`config.mk`:
```
export PLATFORM = sky130hd
export DESIGN_NAME = base64_stream_codec_core
export DESIGN_NICKNAME = d
export VERILOG_FILES = /design/src/rtl/core/b64c_pkg.sv /design/src/rtl/core/base64_stream_codec_core.sv /design/src/rtl/core/b64c_front.sv /design/src/rtl/core/b64c_queue.sv /design/src/rtl/core/b64c_back.sv
export SDC_FILE = /design/constraint.sdc
export NUM_CORES = 1
export LEC_CHECK = 0
export ABC_AREA = 1
export BUFFER_PORTS_ARGS = -buffer_cell sky130_fd_sc_hd__buf_4
export CAP_MARGIN = 20
export CELL_PAD_IN_SITES_DETAIL_PLACEMENT = 0
export CELL_PAD_IN_SITES_GLOBAL_PLACEMENT = 2
export CORE_ASPECT_RATIO = 0.7
export CORE_MARGIN = 2
export CORE_UTILIZATION = 39
export DETAILED_ROUTE_END_ITERATION = 8
export HOLD_SLACK_MARGIN = 0.02
export PLACE_DENSITY = 0.77
export SYNTH_ARGS = -nofsm -noshare
export SYNTH_HDL_FRONTEND = slang
export SYNTH_SLANG_ARGS = --single-unit
export TNS_END_PERCENT = 1
```
`constraint.sdc`:
```
create_clock -name clk -period 5.5 [get_ports clk]
set_input_delay 1.1 -clock clk [delete_from_list [all_inputs] [get_ports clk]]
set_output_delay 1.1 -clock clk [all_outputs]
set_load 0.01 [all_outputs]
```
`src/rtl/core/b64c_pkg.sv`:
```
// ----------------------------------------------------------------------------
// b64c_pkg
// Shared types, constants and character functions of the base64 stream codec.
// ----------------------------------------------------------------------------
package b64c_pkg;

  localparam int unsigned JOB_Q_DEPTH = 2;
  localparam int unsigned JOB_RES_MAX = 4;

  localparam logic [7:0] CHAR_PAD   = 8'h3D;
  localparam logic [7:0] CHAR_CR    = 8'h0D;
  localparam logic [7:0] CHAR_LF    = 8'h0A;
  localparam logic [7:0] CHAR_SPACE = 8'h20;
  localparam logic [7:0] CHAR_PLUS  = 8'h2B;
  localparam logic [7:0] CHAR_SLASH = 8'h2F;

  typedef enum logic {
    MODE_ENCODE = 1'b0,
    MODE_DECODE = 1'b1
  } b64c_mode_t;

  typedef struct packed {
    logic       mode;
    logic [7:0] data_in;
    logic       message_last;
  } b64c_in_t;

  typedef struct packed {
    logic [7:0] data_out;
    logic       has_data;
    logic       status;
    logic       run_last;
    logic       message_end;
  } b64c_out_t;

  // One accepted item's results; res[0] goes out first.
  typedef struct packed {
    logic [1:0]                        last_idx;
    b64c_out_t [JOB_RES_MAX-1:0]       res;
  } b64c_job_t;

  // Six-bit digit to alphabet character.
  function automatic logic [7:0] b64c_enc_char(input logic [5:0] d);
    logic [7:0] c;
    if (d < 6'd26) begin
      c = 8'h41 + {2'b00, d};
    end else if (d < 6'd52) begin
      c = 8'h61 + {2'b00, d} - 8'd26;
    end else if (d < 6'd62) begin
      c = 8'h30 + {2'b00, d} - 8'd52;
    end else if (d == 6'd62) begin
      c = CHAR_PLUS;
    end else begin
      c = CHAR_SLASH;
    end
    return c;
  endfunction

  // Character to {ok, digit}; ok low for characters outside the alphabet.
  function automatic logic [6:0] b64c_dec_char(input logic [7:0] c);
    logic [6:0] r;
    logic [7:0] t;
    r = 7'd0;
    t = 8'd0;
    if (c >= 8'h41 && c <= 8'h5A) begin
      t = c - 8'h41;
      r = {1'b1, t[5:0]};
    end else if (c >= 8'h61 && c <= 8'h7A) begin
      t = c - 8'h61 + 8'd26;
      r = {1'b1, t[5:0]};
    end else if (c >= 8'h30 && c <= 8'h39) begin
      t = c - 8'h30 + 8'd52;
      r = {1'b1, t[5:0]};
    end else if (c == CHAR_PLUS) begin
      r = {1'b1, 6'd62};
    end else if (c == CHAR_SLASH) begin
      r = {1'b1, 6'd63};
    end
    return r;
  endfunction

endpackage

```
`src/rtl/core/base64_stream_codec_core.sv`:
```
// ----------------------------------------------------------------------------
// base64_stream_codec_core
// Streaming base64 codec, standard alphabet: bytes to characters in encode
// mode, characters to bytes in decode mode.
// ----------------------------------------------------------------------------
// Channel  Handshake              Payload
// req      req_valid / req_stall  req  (mode, data_in, message_last)
// rsp      rsp_valid / rsp_stall  rsp  (data_out, has_data, status, run_last,
//                                       message_end)
//
// One item is taken per cycle while the job queue has room; the front updates
// the codec state in that same cycle. Results leave one per cycle, unless rsp
// stalls, from the output register, so an encode item's four characters hold
// the back part until all have left; a decode item has at most one result.
// The first result passes a queue slot, the current-job register and the
// output register. Reset is synchronous and clears codec state, queue and
// output valid. A stall on rsp backs up through the queue to req_stall.
// ----------------------------------------------------------------------------
module base64_stream_codec_core (
  input  logic               clk,
  input  logic               rst,
  input  logic               req_valid,
  output logic               req_stall,
  input  b64c_pkg::b64c_in_t   req,
  output logic               rsp_valid,
  input  logic               rsp_stall,
  output b64c_pkg::b64c_out_t  rsp
);
  import b64c_pkg::*;

  b64c_job_t  push_job;
  b64c_job_t  head_job;
  logic       push;
  logic       pop;
  logic       q_full;
  logic       q_not_empty;

  b64c_front u_front (
    .clk       (clk),
    .rst       (rst),
    .req_valid (req_valid),
    .req_stall (req_stall),
    .req       (req),
    .q_full    (q_full),
    .push      (push),
    .job       (push_job)
  );

  b64c_queue u_queue (
    .clk       (clk),
    .rst       (rst),
    .push      (push),
    .push_job  (push_job),
    .full      (q_full),
    .pop       (pop),
    .not_empty (q_not_empty),
    .head      (head_job)
  );

  b64c_back u_back (
    .clk         (clk),
    .rst         (rst),
    .q_not_empty (q_not_empty),
    .q_head      (head_job),
    .pop         (pop),
    .rsp_valid   (rsp_valid),
    .rsp_stall   (rsp_stall),
    .rsp         (rsp)
  );

endmodule

```
`src/rtl/core/b64c_front.sv`:
```
// ----------------------------------------------------------------------------
// b64c_front
// Accepts items, keeps the encode and decode state and builds one result job
// per item that produces output.
// ----------------------------------------------------------------------------
module b64c_front (
  input  logic              clk,
  input  logic              rst,
  input  logic              req_valid,
  output logic              req_stall,
  input  b64c_pkg::b64c_in_t  req,
  input  logic              q_full,
  output logic              push,
  output b64c_pkg::b64c_job_t job
);
  import b64c_pkg::*;

  logic [15:0] held_bytes, held_bytes_next;
  logic [1:0]  held_count, held_count_next;
  logic [11:0] digit_acc, digit_acc_next;
  logic [2:0]  pending_bits, pending_bits_next;
  logic        error_seen, error_seen_next;

  logic        accept;
  logic        last;
  logic [1:0]  cnt;
  logic [23:0] v;
  logic [7:0]  c2, c3;
  logic [6:0]  dig;
  logic [3:0]  bits;
  logic [3:0]  bits_rem;
  logic        skip_char;

  assign req_stall = q_full;
  assign accept    = req_valid && !q_full;
  assign last      = req.message_last;

  always_ff @(posedge clk) begin
    if (rst) begin
      held_bytes   <= '0;
      held_count   <= '0;
      digit_acc    <= '0;
      pending_bits <= '0;
      error_seen   <= 1'b0;
    end else begin
      held_bytes   <= held_bytes_next;
      held_count   <= held_count_next;
      digit_acc    <= digit_acc_next;
      pending_bits <= pending_bits_next;
      error_seen   <= error_seen_next;
    end
  end

  always_comb begin
    held_bytes_next   = held_bytes;
    held_count_next   = held_count;
    digit_acc_next    = digit_acc;
    pending_bits_next = pending_bits;
    error_seen_next   = error_seen;
    push      = 1'b0;
    job       = '0;
    cnt       = (held_count == 2'd3) ? 2'd2 : held_count;
    v         = '0;
    c2        = CHAR_PAD;
    c3        = CHAR_PAD;
    dig       = b64c_dec_char(req.data_in);
    bits      = {1'b0, pending_bits} + 4'd6;
    if (bits > 4'd12) begin
      bits = 4'd12;
    end
    bits_rem  = bits - 4'd8;
    skip_char = (req.data_in == CHAR_PAD) || (req.data_in == CHAR_CR) ||
                (req.data_in == CHAR_LF) || (req.data_in == CHAR_SPACE);

    if (accept) begin
      if (req.mode == MODE_ENCODE) begin
        if (!last && cnt != 2'd2) begin
          if (cnt == 2'd0) begin
            held_bytes_next = {req.data_in, 8'h00};
          end else begin
            held_bytes_next = {held_bytes[15:8], req.data_in};
          end
          held_count_next = cnt + 2'd1;
        end else begin
          case (cnt)
            2'd0:    v = {req.data_in, 16'h0000};
            2'd1:    v = {held_bytes[15:8], req.data_in, 8'h00};
            default: v = {held_bytes, req.data_in};
          endcase
          if (cnt != 2'd0) begin
            c2 = b64c_enc_char(v[11:6]);
          end
          if (cnt == 2'd2) begin
            c3 = b64c_enc_char(v[5:0]);
          end
          job.last_idx = 2'd3;
          job.res[0]   = '{b64c_enc_char(v[23:18]), 1'b1, 1'b0, 1'b0, 1'b0};
          job.res[1]   = '{b64c_enc_char(v[17:12]), 1'b1, 1'b0, 1'b0, 1'b0};
          job.res[2]   = '{c2, 1'b1, 1'b0, 1'b0, 1'b0};
          job.res[3]   = '{c3, 1'b1, 1'b0, 1'b1, last};
          push            = 1'b1;
          held_bytes_next = '0;
          held_count_next = '0;
        end
      end else begin
        job.last_idx = 2'd0;
        if (error_seen) begin
          if (last) begin
            job.res[0] = '{8'h00, 1'b0, 1'b1, 1'b1, 1'b1};
            push       = 1'b1;
          end
        end else if (skip_char) begin
          if (last) begin
            job.res[0] = '{8'h00, 1'b0, 1'b0, 1'b1, 1'b1};
            push       = 1'b1;
          end
        end else if (!dig[6]) begin
          job.res[0]      = '{8'h00, 1'b0, 1'b1, 1'b1, last};
          push            = 1'b1;
          error_seen_next = 1'b1;
        end else begin
          digit_acc_next = {digit_acc[5:0], dig[5:0]};
          if (bits >= 4'd8) begin
            job.res[0]        = '{digit_acc_next[bits_rem +: 8], 1'b1, 1'b0,
                                  1'b1, last};
            push              = 1'b1;
            pending_bits_next = bits_rem[2:0];
          end else begin
            pending_bits_next = bits[2:0];
            if (last) begin
              job.res[0] = '{8'h00, 1'b0, 1'b0, 1'b1, 1'b1};
              push       = 1'b1;
            end
          end
        end
      end
      // The last item of either mode clears everything.
      if (last) begin
        held_bytes_next   = '0;
        held_count_next   = '0;
        digit_acc_next    = '0;
        pending_bits_next = '0;
        error_seen_next   = 1'b0;
      end
    end
  end

endmodule

```
`src/rtl/core/b64c_queue.sv`:
```
// ----------------------------------------------------------------------------
// b64c_queue
// Short job queue between the front and back parts.
// ----------------------------------------------------------------------------
module b64c_queue (
  input  logic              clk,
  input  logic              rst,
  input  logic              push,
  input  b64c_pkg::b64c_job_t push_job,
  output logic              full,
  input  logic              pop,
  output logic              not_empty,
  output b64c_pkg::b64c_job_t head
);
  import b64c_pkg::*;

  localparam int unsigned PtrW = (JOB_Q_DEPTH > 1) ? $clog2(JOB_Q_DEPTH) : 1;
  localparam int unsigned CntW = $clog2(JOB_Q_DEPTH + 1);
  localparam logic [PtrW-1:0] PtrLast = PtrW'(JOB_Q_DEPTH - 1);

  b64c_job_t          slots [JOB_Q_DEPTH];
  logic [PtrW-1:0]    wr_ptr;
  logic [PtrW-1:0]    rd_ptr;
  logic [CntW-1:0]    count;
  logic               do_pop;

  assign full      = (count == CntW'(JOB_Q_DEPTH));
  assign not_empty = (count != '0);
  assign do_pop    = pop && not_empty;
  assign head      = slots[rd_ptr];

  always_ff @(posedge clk) begin
    if (push) begin
      slots[wr_ptr] <= push_job;
    end
  end

  always_ff @(posedge clk) begin
    if (rst) begin
      wr_ptr <= '0;
      rd_ptr <= '0;
      count  <= '0;
    end else begin
      if (push) begin
        wr_ptr <= (wr_ptr == PtrLast) ? '0 : wr_ptr + 1'b1;
      end
      if (do_pop) begin
        rd_ptr <= (rd_ptr == PtrLast) ? '0 : rd_ptr + 1'b1;
      end
      case ({push, do_pop})
        2'b10:   count <= count + 1'b1;
        2'b01:   count <= count - 1'b1;
        default: count <= count;
      endcase
    end
  end

endmodule

```
`src/rtl/core/b64c_back.sv`:
```
// ----------------------------------------------------------------------------
// b64c_back
// Takes jobs from the queue and sends their results one per cycle, while rsp
// is not stalled, through an output register.
// ----------------------------------------------------------------------------
module b64c_back (
  input  logic              clk,
  input  logic              rst,
  input  logic              q_not_empty,
  input  b64c_pkg::b64c_job_t q_head,
  output logic              pop,
  output logic              rsp_valid,
  input  logic              rsp_stall,
  output b64c_pkg::b64c_out_t rsp
);
  import b64c_pkg::*;

  b64c_job_t  cur;
  logic       cur_valid;
  logic [1:0] idx;
  logic       advance;
  logic       cur_done;
  logic       load;

  assign advance  = !rsp_valid || !rsp_stall;
  assign cur_done = cur_valid && advance && (idx == cur.last_idx);
  assign load     = !cur_valid || cur_done;
  assign pop      = load && q_not_empty;

  always_ff @(posedge clk) begin
    if (rst) begin
      cur_valid <= 1'b0;
      idx       <= '0;
      rsp_valid <= 1'b0;
    end else begin
      if (advance) begin
        rsp_valid <= cur_valid;
      end
      if (load) begin
        cur_valid <= q_not_empty;
        idx       <= '0;
      end else if (advance) begin
        idx <= idx + 2'd1;
      end
    end
  end

  always_ff @(posedge clk) begin
    if (pop) begin
      cur <= q_head;
    end
    if (advance && cur_valid) begin
      rsp <= cur.res[idx];
    end
  end

endmodule
```
==> results_dict.tcl <==
set metrics [dict create \
    grtUsageTotal 0.220 \
    required_ns 5.56 \
    ys_types 54 \
    yosys.area_share.simple 0.240 \
    synth_area_sq_um 9510 \
    cts-resized-gates 0 \
    run_status "finished clean" \
    drtPass1Iterations 5 \
    clockRootBuffer "clkbuf_16" \
    hold_viol_final 0 \
    p_leak_nw 4.42 \
    die_x_microns 191 \
    synth_cells 1139 \
    drive_gt1_frac 0.103 \
    cp-end-kind "register" \
    gr-total-overflow 0 \
    fin_setup_tns_ns 0 \
    cts.sinks 162 \
    yosys.area.top_type "edfxtp_1" \
    final_cell_mix "327 x nand2_1, 126 x edfxtp_1, 101 x inv_1" \
    fillers 2369 \
    dieArea_sq_um 25700 \
    coreArea_sq_um 23800 \
    wl_per_cell_microns 18.0 \
    skew_ns 0.0160 \
    synth-seq-area-share 0.474 \
    synth-xor-area-share 0.0166 \
    cts_max_path_buffers 2 \
    post-route-period-util 0.636 \
    synth_area_leaders "edfxtp_1 40%, nand2_1 13%, dfxtp_1 7.6%, ha_1 7.1%, inv_1 4.0%" \
    final_common_cell "nand2_1" \
    postCtsSetupRepairBufs 0 \
    slew_headroom 0.337 \
    crit_fanout 39 \
    cts_hold_buffers 0 \
    total_power_mw 4.17 \
    max_freq_ghz 0.286 \
    synth_compound_area_frac 0.132 \
    synth_fa_ha_area_frac 0.0711 \
    ys_seq_elements 162 \
    antenna_found_initial 0 \
    multiInputGateArea_sq_um 4410 \
    vias 7689 \
    start_kind "primary input" \
    synth_flop_cell "edfxtp_1" \
    async_flop_share 0 \
    synth_edf_count 126 \
    critPathKind "primary input to register" \
    rows 47 \
    htreeDepth 4 \
    drcViolationCount 0 \
    viasPerCell 5.16 \
    cp.arrival_ns 3.56 \
    fin_util 0.445 \
    synth_top_family_by_area "simple AND/OR/NAND/NOR gates" \
    drt_iter0_markers 677 \
    cts_tree "done" \
    tightest_slew_ns 0.991 \
    clkLatencyLatePin_ns 0.44 \
    grt_pass1_vias 7261 \
    rsz0062_at_grt "no" \
    period_needed_ns 3.50 \
    synth_nets 1207 \
    vdd_drop_max_v 0.000358 \
    r2r_setup_slack_ns 2.13 \
    grt_max_degree 42 \
    port_buffers 27 \
    p_per_area_nw_per_um2 393 \
    holdWs_ns 0.464 \
    die_y_microns 135 \
    gp_congestion 0.894 \
    syn_avg_cell_area_sq_um 8.35 \
    yosysTopAreaCellShare 0.398 \
    hold_path_class "register to register" \
    drv_cap 0 \
    cts.clk_slew.worst_paths_ns 0.07 \
    grt_pass1_wl_microns 42200 \
    area_growth_pct 11.6 \
    setup_viol 0 \
    start_util 0.399 \
    yosysWarningCount 0 \
    muxShareOfSynthArea 0.00211 \
    slew_violations 0 \
    io-pin-count 28 \
    seq_area_sq_um 4500 \
    nNetsFinal 1228 \
    antenna_cells 0 \
    ant_nets 0 \
    hpwl_microns 19400 \
    cts-buffers-inserted 17 \
    postRouteWirelength_microns 26800 \
]
## Yosys cell counts, types with 2 or more instances
master,n
o21ai_2,2
nor2_2,8
a21oi_4,2
xor2_1,15
inv_2,10
buf_2,6
nor2_1,97
o211ai_1,7
buf_6,3
xnor2_1,3
clkbuf_1,23
a211oi_1,7
dfxtp_1,36
nand3_1,63
nand2_2,9
nand3b_1,3
ha_1,54
o22ai_2,4
a21oi_1,74
nor3_1,9
a221oi_1,3
o21ai_0,63
nor2_4,3
nand2_1,327
a21oi_2,4
inv_1,101
buf_4,3
mux2i_1,2
nand4_1,15
edfxtp_1,126
o22ai_1,14
a31oi_1,14
o21ai_1,8
## kinds of logic after synthesis
group / count (synthesis)
buffers and inverters: 150
adder cells (fa/ha/maj): 54
flip-flops: 162
AO/OA/AOI/OAI: 212
multiplexers: 2
AND/OR/NAND/NOR: 541
XOR/XNOR: 18
## layout make-up
type,instances,share of cell area
repair buffers,38,0.0269
well taps,318,0.0375
flip-flops and latches,162,0.425
multi-input cells,827,0.416
clock inverters,14,0.0137
clock buffers,18,0.0405
inverters,114,0.0407
## sequential cells by signal (all words and copies together) (netlist names)
name,cells
u_front.held_count,2
u_queue.slots,76
u_back.idx,2
u_back.rsp,12
u_back.rsp_valid,1
u_back.cur,38
u_queue.count,2
u_front.held_bytes,16
u_front.error_seen,1
u_front.digit_acc,6
u_queue.wr_ptr,1
u_queue.rd_ptr,1
u_back.cur_valid,1
u_front.pending_bits,3
## through the flow
step	instance area, sq um	cells	setup slack, ns
after detailed placement	10000	1459	1.59
after floorplan	9510	1139	0.895
after global placement	10000	1459	1.64
final	10600	1491	2.00
after CTS	10600	1491	2.04
after global routing	10600	1491	1.77
## path summary, 6_finish.rpt
path	startpoint	end	depth (start not counted)
max	req[3]	u_queue.slots[1][17]$_DFFE_PP_	16
min	u_front.held_bytes[11]$_SDFFE_PP0P_	u_front.held_bytes[11]$_SDFFE_PP0P_	2
min reg2reg	u_front.held_bytes[11]$_SDFFE_PP0P_	u_front.held_bytes[11]$_SDFFE_PP0P_	2
max reg2reg	u_front.held_count[1]$_SDFFE_PP0P_	u_queue.slots[0][8]$_DFFE_PP_	13
## metal layers
| metal | GRT usage | vias to the layer above | part of all wire |
|---|---|---|---|
| met3 | 0.0366 | 13 | 0.039 |
| met4 | 0.0452 | 0 | 0.0069 |
| li1 | - | 3893 | - |
| met2 | 0.312 | 152 | 0.41 |
| met5 | 0 | - | 0 |
| met1 | 0.347 | 3631 | 0.54 |
## report_power, final
group | switching (mW) | internal [mW]
clock network | 0.551 | 0.603
registers | 0.0881 | 1.72
logic | 0.873 | 0.331
total | 1.51 | 2.65
## worst max-delay path: stages
cell and delay (ns):
buf_4 0.17, inv_1 0.23, ha_1 0.24, inv_1 0.09
o21ai_0 0.17, nand2_1 0.14, nand2_1 0.13, nand2_2 0.15
nor2_8 0.16, o22ai_1 0.08, nand2_1 0.07, nand2_1 0.08
inv_2 0.10, nor2_4 0.06, nor2_4 0.09, buf_4 0.46
Note: power is estimated with default switching activity, not from simulation.
